### config.mk
export PLATFORM = sky130hd
export DESIGN_NAME = drive_power_state_sequencer_core
export DESIGN_NICKNAME = d
export VERILOG_FILES = /design/src/design/dpss_pkg.sv /design/src/design/dpss_decode.sv /design/src/design/dpss_cmd_select.sv /design/src/design/drive_power_state_sequencer_core.sv
export SDC_FILE = /design/constraint.sdc
export NUM_CORES = 1
export LEC_CHECK = 0
export BUFFER_PORTS_ARGS = -buffer_cell sky130_fd_sc_hd__buf_2
export CAP_MARGIN = 20
export CORE_ASPECT_RATIO = 0.6
export CORE_UTILIZATION = 54
export CTS_CLUSTER_SIZE = 28
export DETAILED_ROUTE_END_ITERATION = 8
export PLACE_DENSITY = 0.93
export SYNTH_ARGS = -nofsm -noshare
export SYNTH_HDL_FRONTEND = slang
export SYNTH_SLANG_ARGS = --single-unit
### constraint.sdc
create_clock -name clk -period 5.2 [get_ports clk]
set_clock_uncertainty 0.05 [all_clocks]
set_input_delay 0.52 -clock clk [delete_from_list [all_inputs] [get_ports clk]]
set_output_delay 0.52 -clock clk [all_outputs]
set_load 0.005 [all_outputs]
### src/design/dpss_pkg.sv
`timescale 1ns / 1ps
// ----------------------------------------------------------------------------
// Drive power-state sequencer package
// Shared state, command and error codes, and the command word table.
// ----------------------------------------------------------------------------
package dpss_pkg;

  typedef enum logic [2:0] {
    ST_NOTREADY   = 3'd0,
    ST_SODISABLED = 3'd1,
    ST_READY      = 3'd2,
    ST_SWITCHEDON = 3'd3,
    ST_OPENABLED  = 3'd4,
    ST_QUICKSTOP  = 3'd5,
    ST_FAULTREACT = 3'd6,
    ST_FAULT      = 3'd7
  } pstate_t;

  typedef enum logic [2:0] {
    CMD_DISABLE  = 3'd0,
    CMD_SHUTDOWN = 3'd1,
    CMD_SWITCHON = 3'd2,
    CMD_ENABLE   = 3'd3,
    CMD_QSTOP    = 3'd4,
    CMD_FRESET   = 3'd5
  } cmd_t;

  typedef enum logic [1:0] {
    ERR_OK          = 2'd0,
    ERR_BAD_STATUS  = 2'd1,
    ERR_UNREACHABLE = 2'd2
  } err_t;

  localparam logic [6:0] STATUS_MASK_A = 7'h4F;
  localparam logic [6:0] STATUS_MASK_B = 7'h6F;
  localparam logic [6:0] PAT_NOTREADY   = 7'h00;
  localparam logic [6:0] PAT_SODISABLED = 7'h40;
  localparam logic [6:0] PAT_FAULTREACT = 7'h0F;
  localparam logic [6:0] PAT_FAULT      = 7'h08;
  localparam logic [6:0] PAT_READY      = 7'h21;
  localparam logic [6:0] PAT_SWITCHEDON = 7'h23;
  localparam logic [6:0] PAT_OPENABLED  = 7'h27;
  localparam logic [6:0] PAT_QUICKSTOP  = 7'h07;

  typedef struct packed {
    logic    valid;
    pstate_t state;
    logic    op_enabled;
  } decode_t;

  function automatic logic [15:0] cmd_word(input cmd_t cmd);
    logic [15:0] w;
    case (cmd)
      CMD_DISABLE:  w = 16'h0000;
      CMD_SHUTDOWN: w = 16'h0006;
      CMD_SWITCHON: w = 16'h0007;
      CMD_ENABLE:   w = 16'h000F;
      CMD_QSTOP:    w = 16'h0002;
      CMD_FRESET:   w = 16'h0080;
      default:      w = 16'h0000;
    endcase
    return w;
  endfunction

endpackage

### src/design/dpss_decode.sv
`timescale 1ns / 1ps
// ----------------------------------------------------------------------------
// Status word decoder
// Maps status bits 0-6 to a power state and derives operation enabled.
// ----------------------------------------------------------------------------
module dpss_decode import dpss_pkg::*; (
  input  logic [15:0] status,
  output decode_t     dec
);

  logic [6:0] pat_a;
  logic [6:0] pat_b;

  assign pat_a = status[6:0] & STATUS_MASK_A;
  assign pat_b = status[6:0] & STATUS_MASK_B;

  always_comb begin
    dec.valid = 1'b1;
    dec.state = ST_NOTREADY;
    // operation enabled: bits 0,1,2,5 set, fault bit clear
    dec.op_enabled = ~status[3] & status[0] & status[1] &
                     status[2] & status[5];
    if (pat_a == PAT_NOTREADY) begin
      dec.state = ST_NOTREADY;
    end else if (pat_a == PAT_SODISABLED) begin
      dec.state = ST_SODISABLED;
    end else if (pat_a == PAT_FAULTREACT) begin
      dec.state = ST_FAULTREACT;
    end else if (pat_a == PAT_FAULT) begin
      dec.state = ST_FAULT;
    end else if (pat_b == PAT_READY) begin
      dec.state = ST_READY;
    end else if (pat_b == PAT_SWITCHEDON) begin
      dec.state = ST_SWITCHEDON;
    end else if (pat_b == PAT_OPENABLED) begin
      dec.state = ST_OPENABLED;
    end else if (pat_b == PAT_QUICKSTOP) begin
      dec.state = ST_QUICKSTOP;
    end else begin
      dec.valid = 1'b0;
    end
  end

endmodule

### src/design/dpss_cmd_select.sv
`timescale 1ns / 1ps
// ----------------------------------------------------------------------------
// Command selector
// Picks the next command from the transition table and keeps the last one.
// ----------------------------------------------------------------------------
module dpss_cmd_select import dpss_pkg::*; (
  input  logic    clk,
  input  logic    rst,
  input  logic    advance,
  input  logic    clear_faults,
  input  decode_t dec,
  input  pstate_t goal,
  output cmd_t    next_cmd,
  output err_t    err
);

  cmd_t last_command;
  cmd_t fr_cmd;
  cmd_t trans_cmd;

  assign fr_cmd = (last_command == CMD_DISABLE) ? CMD_FRESET : CMD_DISABLE;

  always_comb begin
    trans_cmd = CMD_DISABLE;
    if (dec.state == ST_FAULT) begin
      trans_cmd = fr_cmd;
    end else begin
      unique case (goal)
        ST_SODISABLED: begin
          trans_cmd = (dec.state == ST_OPENABLED) ? CMD_QSTOP : CMD_DISABLE;
        end
        ST_READY: begin
          if (dec.state == ST_OPENABLED) trans_cmd = CMD_QSTOP;
          else if (dec.state == ST_QUICKSTOP) trans_cmd = CMD_DISABLE;
          else trans_cmd = CMD_SHUTDOWN;
        end
        ST_SWITCHEDON: begin
          if (dec.state == ST_SODISABLED) trans_cmd = CMD_SHUTDOWN;
          else if (dec.state == ST_READY) trans_cmd = CMD_SWITCHON;
          else if (dec.state == ST_OPENABLED) trans_cmd = CMD_QSTOP;
          else trans_cmd = CMD_DISABLE;
        end
        ST_OPENABLED: begin
          if (dec.state == ST_SODISABLED) trans_cmd = CMD_SHUTDOWN;
          else if (dec.state == ST_READY) trans_cmd = CMD_SWITCHON;
          else trans_cmd = CMD_ENABLE;
        end
        default: begin
          if (dec.state == ST_SODISABLED) trans_cmd = CMD_SHUTDOWN;
          else if (dec.state == ST_READY) trans_cmd = CMD_SWITCHON;
          else if (dec.state == ST_SWITCHEDON) trans_cmd = CMD_ENABLE;
          else trans_cmd = CMD_QSTOP;
        end
      endcase
    end
  end

  always_comb begin
    next_cmd = last_command;
    err      = ERR_OK;
    if (!dec.valid) begin
      err = ERR_BAD_STATUS;
    end else if (dec.state == goal) begin
      // a held fault reset is not repeated
      next_cmd = (last_command == CMD_FRESET) ? CMD_DISABLE : last_command;
    end else if (dec.state == ST_NOTREADY || dec.state == ST_FAULTREACT ||
                 (dec.state == ST_FAULT && !clear_faults)) begin
      next_cmd = last_command;
    end else if (goal == ST_NOTREADY || goal == ST_FAULTREACT || goal == ST_FAULT) begin
      err = ERR_UNREACHABLE;
    end else begin
      next_cmd = trans_cmd;
    end
  end

  always_ff @(posedge clk) begin
    if (rst) begin
      last_command <= CMD_DISABLE;
    end else if (advance && err == ERR_OK) begin
      last_command <= next_cmd;
    end
  end

endmodule

### src/design/drive_power_state_sequencer_core.sv
`timescale 1ns / 1ps
// An accepted input beat passes the input register, then the result register.
// Throughput: one beat per cycle while m_axis_tready is high; decode and
// command selection sit between the two registers, with last_command fed back.
// Reset: synchronous, active high; clears both valid flags, clear_faults and
// the held command (disable voltage).
// ----------------------------------------------------------------------------
// Drive power-state sequencer
// Decodes drive status and sequences control words towards a goal state.
// ----------------------------------------------------------------------------
module drive_power_state_sequencer_core import dpss_pkg::*; (
  input  logic        clk,
  input  logic        rst,
  input  logic        cfg_we,
  input  logic        cfg_wdata,       // clear_faults
  input  logic        s_axis_tvalid,
  output logic        s_axis_tready,
  input  logic [23:0] s_axis_tdata,    // status[15:0], goal[18:16], zero pad
  output logic        m_axis_tvalid,
  input  logic        m_axis_tready,
  output logic [23:0] m_axis_tdata     // ctrl[15:0], drive_state[18:16],
                                       // error_code[20:19], operation_enabled[21], zero pad
);

  logic        clear_faults;
  logic        in_valid;
  logic [15:0] in_status;
  pstate_t     in_goal;
  logic        advance;
  decode_t     dec;
  cmd_t        next_cmd;
  err_t        err;
  logic        out_valid;
  logic [21:0] out_data;

  always_ff @(posedge clk) begin
    if (rst) begin
      clear_faults <= 1'b0;
    end else if (cfg_we) begin
      clear_faults <= cfg_wdata;
    end
  end

  // advance the input beat into the result register when that slot frees up
  assign advance       = in_valid && (!out_valid || m_axis_tready);
  assign s_axis_tready = !in_valid || advance;

  always_ff @(posedge clk) begin
    if (rst) begin
      in_valid <= 1'b0;
    end else if (s_axis_tready) begin
      in_valid <= s_axis_tvalid;
    end
  end

  always_ff @(posedge clk) begin
    if (s_axis_tready && s_axis_tvalid) begin
      in_status <= s_axis_tdata[15:0];
      in_goal   <= pstate_t'(s_axis_tdata[18:16]);
    end
  end

  dpss_decode u_decode (
    .status (in_status),
    .dec    (dec)
  );

  dpss_cmd_select u_cmd_select (
    .clk          (clk),
    .rst          (rst),
    .advance      (advance),
    .clear_faults (clear_faults),
    .dec          (dec),
    .goal         (in_goal),
    .next_cmd     (next_cmd),
    .err          (err)
  );

  always_ff @(posedge clk) begin
    if (rst) begin
      out_valid <= 1'b0;
    end else if (advance) begin
      out_valid <= 1'b1;
    end else if (m_axis_tready) begin
      out_valid <= 1'b0;
    end
  end

  always_ff @(posedge clk) begin
    if (advance) begin
      out_data <= {dec.op_enabled, err, dec.state, cmd_word(next_cmd)};
    end
  end

  assign m_axis_tvalid = out_valid;
  assign m_axis_tdata  = {2'b00, out_data};

endmodule

# Word-level counts from Yosys, hierarchy flattened
# Index checks and enable logic that the tools add are counted.
# op_classes
n_eq_ne,27
n_addsub,0
n_mux,41
mul,0
reduce_logical,19
n_shift,0
n_lt_le_gt_ge,0
n_bitwise,5
n_div,0
# op_table
op,n
2-to-1 mux 3 bit,23
one-hot mux 8 bit (5 select lines),1
equality test 3 bit (second input constant),10
equality test 3 x 2 -> 1 bit (second input constant),6
equality test 6 x 5 -> 1 bit (second input constant),3
2-to-1 mux 1 bit,12
one-hot mux 3 bit (4 select lines),1
equality test 5 x 4 -> 1 bit (second input constant),2
equality test 3 x 1 -> 1 bit (second input constant),3
zero test 3 bit,3
2-to-1 mux 2 bit,4
zero test 7 bit,1
equality test 6 x 3 -> 1 bit (second input constant),1
logical OR 1 bit,6
equality test 5 bit (second input constant),1
bitwise AND 1 bit,4
logical AND 1 bit,4
equality test 3 bit,1
zero test 1 bit,3
zero test 2 bit,1
nonzero test 2 bit,1
inverter 1 bit,1
# word_totals
mem_bits_ro,0
n_memories,0
mem_bits_rw,0
in_bits,30
reg_bits,38
out_inout_bits,26
elab_cells,99
latch_bits,0

# Longest topological paths before layout
# logic_depth
depth_word,21
depth_mapped,10

# By module
# From an unflattened synthesis, not the netlist that was laid out.
# unflattened
hier_cells,152
hier_area_um2,1856.8
# modules_own_cells
module,instances,seq_area_each_um2,cells_each,area_each_um2
drive_power_state_sequencer_core,1,960.9,63,1179.9
dpss_cmd_select,1,60.1,68,540.5
dpss_decode,1,0.0,21,136.4

# Worst setup path before layout
# Ideal clock, no wire load.
# synth_timing
kind,flip-flop to flip-flop
startpoint,register in_status[1]
endpoint,register out_data[1] (data pin)
period_less_slack_ns,2.697
t_required_ns,4.884
path_stages_with_launch,10
arrival_time_ns,2.381
setup_slack_ns,2.503
path_cell_list,edfxtp_1 -> buf_6 -> nor4b_2 -> o21ai_2 -> a211oi_2 -> o21ai_0 -> a22oi_2 -> mux2i_2 -> o2111ai_1 -> xor2_1
# synth_via
elab_chain_len,21
word_cells_on_any_way,58
cone_classes,20 x eq/ne; 33 x mux; 5 x reduce/logical
# synth_rtl
element,line_no,text
"start, declared",drive_power_state_sequencer_core.sv:27,logic [15:0] in_status;
"start signal, assigned",drive_power_state_sequencer_core.sv:58,in_status <= s_axis_tdata[15:0];
equality test 6 x 3 -> 1 bit,dpss_decode.sv:37,end else if (pat_b == PAT_QUICKSTOP) begin
2-to-1 mux 3 bit,dpss_decode.sv:37,
2-to-1 mux 3 bit,dpss_decode.sv:35,end else if (pat_b == PAT_OPENABLED) begin
2-to-1 mux 3 bit,dpss_decode.sv:33,end else if (pat_b == PAT_SWITCHEDON) begin
2-to-1 mux 3 bit,dpss_decode.sv:31,end else if (pat_b == PAT_READY) begin
2-to-1 mux 3 bit,dpss_decode.sv:29,end else if (pat_a == PAT_FAULT) begin
2-to-1 mux 3 bit,dpss_decode.sv:27,end else if (pat_a == PAT_FAULTREACT) begin
2-to-1 mux 3 bit,dpss_decode.sv:25,end else if (pat_a == PAT_SODISABLED) begin
[5 not listed],-,
one-hot mux 3 bit (4 select lines),dpss_cmd_select.sv:28,unique case (goal)
2-to-1 mux 3 bit,dpss_cmd_select.sv:25,if (dec.state == ST_FAULT) begin
2-to-1 mux 3 bit,dpss_cmd_select.sv:69,end else if (goal == ST_NOTREADY || goal == ST_FAULTREACT || goal == ST_FAULT) begin
2-to-1 mux 3 bit,dpss_cmd_select.sv:66,end else if (dec.state == ST_NOTREADY || dec.state == ST_FAULTREACT ||
2-to-1 mux 3 bit,dpss_cmd_select.sv:63,end else if (dec.state == goal) begin
2-to-1 mux 3 bit (*),dpss_cmd_select.sv:61,if (!dec.valid) begin
equality test 3 bit (tied with other cells),dpss_pkg.sv:53,case (cmd)
one-hot mux 8 bit (5 select lines) (*),dpss_pkg.sv:53,
"end signal, assigned",drive_power_state_sequencer_core.sv:91,"out_data <= {dec.op_enabled, err, dec.state, cmd_word(next_cmd)};"
"end, declared",drive_power_state_sequencer_core.sv:34,logic [21:0] out_data;
# Every way passes the cells marked *; elsewhere a longest branch is shown, timed or not.
# A chain may end at the register's enable or synchronous reset.

# Final worst setup path
# layout_timing
startpoint,register in_status[2]
endpoint,register out_data[1] (data pin)
# Same word-level chain as after synthesis.

==> key figures <==
Status
  • Status: complete, no violations

STA
  • Final setup viols: 0
  • Final Hold Viols: 0
  • Final Cycle Share: 0.605
  • Slew HR: 0.348
  • FMAX: 318 MHz
  • Final worst path period need: 3.14 ns
  • Unrepaired setup endpoints after global routing: no
  • Final slew viol count: 0
  • Post-route setup TNS: 0 ns
  • Worst Max-Slew Pin Slew: 0.975 ns

Floorplanning
  • # IOs: 56
  • Num rows: 15
  • Initial core utilization: 0.577
  • Die Y: 45.2 um
  • Die Width: 74.0 um
  • Die footprint: 3340 um^2
  • Core Region: 2910 um^2

Global routing
  • Gr ovfl total: 0
  • First-pass GRT wire length: 4.75 mm
  • Largest net degree at the start of global routing: 19
  • Tot GR Track Use: 0.200
  • Vias in the first global route: 966
  • Initial antenna violation count: 0

Hold path
  • Min-delay src: s_axis_tdata[5]
  • HP Class: in2reg
  • Min-Delay Endpoint: in_status[5]
  • Hold path depth: 1

Placement
  • Dpl hpwl: 2.21 mm
  • Routability Congestion: 0.901
  • Placed cell area: 1740 um^2
  • Placed Cells: 226
  • Buffers on Ports: 27

Clock network
  • Cts hold-fix bufs: 0
  • Resize count post-CTS: 0
  • # clock sinks: 26
  • Post-CTS setup buffers: 0
  • Clk buf depth: 2
  • Clock transition at the registers of the reported paths: 0.09 ns
  • Deepest level of the CTS H-tree: 1
  • CTS tree: yes
  • Clock Latency Late Sink: 0.27 ns
  • Root Driver: clkbuf_8
  • Num CTS Buffers: 3

Detailed routing
  • Met2 WL post-DR: 1.16 mm
  • DRC Markers: 0
  • Via density: 5.60
  • Number of DRC markers in iteration 0: 170
  • Post-DRT Antenna Nets: 0
  • TritonRoute pass-1 iters: 4
  • WL final: 2.98 mm
  • Drt wl/cell: 13.0 um
  • Highest Signal Layer: met4
  • Wire length on met1: 1.45 mm
  • Met3 wire length: 316 um
  • Detailed-route via count: 1287

Yosys
  • Async set or reset register ratio after synthesis: 0
  • Main synth FF type: edfxtp_1
  • Synthesis-stage register bit count: 26
  • Post-synth top area share: 0.358
  • Synth area leaders: edfxtp_1 (36%), dfxtp_1 (7.2%), buf_4 (5.8%), nor2_1 (4.5%), a21oi_1 (3.0%)
  • Synthesis warning total: 0
  • Syn Area/Cell: 10.0 um^2
  • Post-synth top cells: edfxtp_1 (20), nor2_1 (20), buf_4 (13), a21oi_1 (10)
  • Sequential fraction of the synthesis area: 0.430
  • Number of synthesized flops with an enable pin: 20
  • Synth area leader: edfxtp_1
  • Synth Instances: 167
  • Post-Synthesis Cell Area: 1680 um^2
  • Netlist cell types: 59

Worst setup path
  • Reg2reg path depth: 8
  • Worst setup EP type: flip-flop
  • Critical Path Fanout Max: 13
  • Critical path type: reg2reg
  • Slack of the worst reg-to-reg path: 2.06 ns
  • Worst Path Arrival: 3.12 ns
  • Reg-to-Reg Start: in_status[2]
  • R2r endpoint: out_data[1]
  • Worst Path Required: 5.18 ns
  • CP Launch Type: flip-flop

Power and ir drop
  • Clock share of power: 0.268
  • Maximum VDD drop: 0.160 mV
  • Reg power frac: 0.588
  • P_leak: 0.673 nW
  • Comb pwr share: 0.144
  • Internal power: 0.000320 W
  • PD cells: 240 nW/um^2
  • Sw frac: 0.255
  • Total net switching power: 0.000109 W

Layout
  • Nets: 219
  • Ant. Diodes: 0
  • Area growth, synth to finish: 6.56%
  • Fin area: 1790 um^2
  • Share of layout cells above drive strength 1: 0.250
  • Final instance count without filler cells: 230

Flow run
  • Max-cap viol count: 0
[stage by stage]
| step | setup slack (ns) | util | power (W) | hold slack, ns |
|---|---|---|---|---|
| global route | 1.87 | 0.615 | 0.000448 | 0.357 |
| floorplan | 2.50 | - | 0.000308 | 0.411 |
| detailed placement | 2.09 | 0.599 | 0.000317 | 0.455 |
| CTS | 2.07 | 0.615 | 0.000430 | 0.365 |
| global placement | 2.08 | 0.599 | 0.000316 | 0.447 |
| finish | 2.06 | 0.615 | 0.000429 | 0.371 |
[how the worst max path moves through the flow]
stage | start | endpoint | slack (ns) | cells past startpoint
floorplan | in_status[1] | out_data[1] | 2.50 | 9
global placement | in_status[2] | out_data[1] | 2.08 | 9
detailed placement | in_status[2] | out_data[1] | 2.09 | 8
CTS | in_status[2] | out_data[1] | 2.07 | 8
global route | in_status[2] | out_data[1] | 1.87 | 8
finish | in_status[2] | out_data[1] | 2.06 | 8
[kinds of logic (layout without fill, tap and decap cells)]
family | count (synthesis) | count (layout) | synth area share
muxes | 4 | 4 | 0.0261
other | 1 | 13 | 0.00223
DFF | 26 | 26 | 0.430
AOI/OAI and AO/OA | 41 | 41 | 0.183
xor gates and xnor gates | 3 | 3 | 0.0157
and+or+nand+nor | 65 | 65 | 0.232
buffers and inverters | 27 | 36 | 0.112
[layout by cell type, fill, tap and decap left out, types with 2 or more instances in the layout]
master	synthesis	final
conb_1	1	13
o31ai_1	2	2
or3_1	2	2
dfxtp_1	6	6
a31oi_1	2	2
xnor2_1	2	2
nand4b_1	3	3
a211oi_2	2	2
mux2i_1	3	3
a211oi_1	4	4
edfxtp_1	20	20
buf_2	0	27
nand3b_1	2	2
nor2b_1	5	5
nor2_1	20	20
o21ai_0	5	5
nor4b_2	2	2
and2_1	4	4
nor3_1	4	4
inv_1	4	4
nand2_1	6	6
nand3_1	4	4
a21oi_1	10	10
or2_2	2	2
clkbuf_8	2	3
[critical path, stage by stage, from the launching register on]
cell,delay [ns]
edfxtp_1,0.58
nor4b_2,0.54
o21ai_2,0.12
a211oi_2,0.24
o21ai_0,0.19
a22oi_2,0.38
mux2i_2,0.45
o2111ai_1,0.19
xor2_1,0.17
[power by group through the flow]
stage | Combinational (W) | Sequential, W | Clock [W]
after CTS | 0.0000612 | 0.000252 | 0.000117
after global routing | 0.0000695 | 0.000254 | 0.000124
after floorplan | 0.0000604 | 0.000248 | 0
after detailed placement | 0.0000606 | 0.000256 | 0
final | 0.0000616 | 0.000252 | 0.000115
after global placement | 0.0000598 | 0.000256 | 0
[area by class of cell]
type | count | area, um^2
Fill cell | 243 | 1120
Tap cell | 42 | 52.6
Timing Repair Buffer | 27 | 135
Inverter | 5 | 20.0
Sequential cell | 26 | 721
Clock buffer | 4 | 45.0
Multi-Input combinational cell | 126 | 815
[routing by layer]
| layer | track usage | vias to the layer above |
|---|---|---|
| met5 | 0 | - |
| met4 | 0.0923 | 0 |
| met3 | 0.0670 | 5 |
| met2 | 0.253 | 71 |
| met1 | 0.299 | 576 |
| li1 | - | 635 |
[state kept, by name, indices dropped and copies added (netlist names)]
register	cells
in_valid	1
out_data	11
in_status	6
m_axis_tvalid	1
u_cmd_select.last_command	3
clear_faults	1
in_goal	3
No activity file was read; power rests on OpenSTA's default activity.
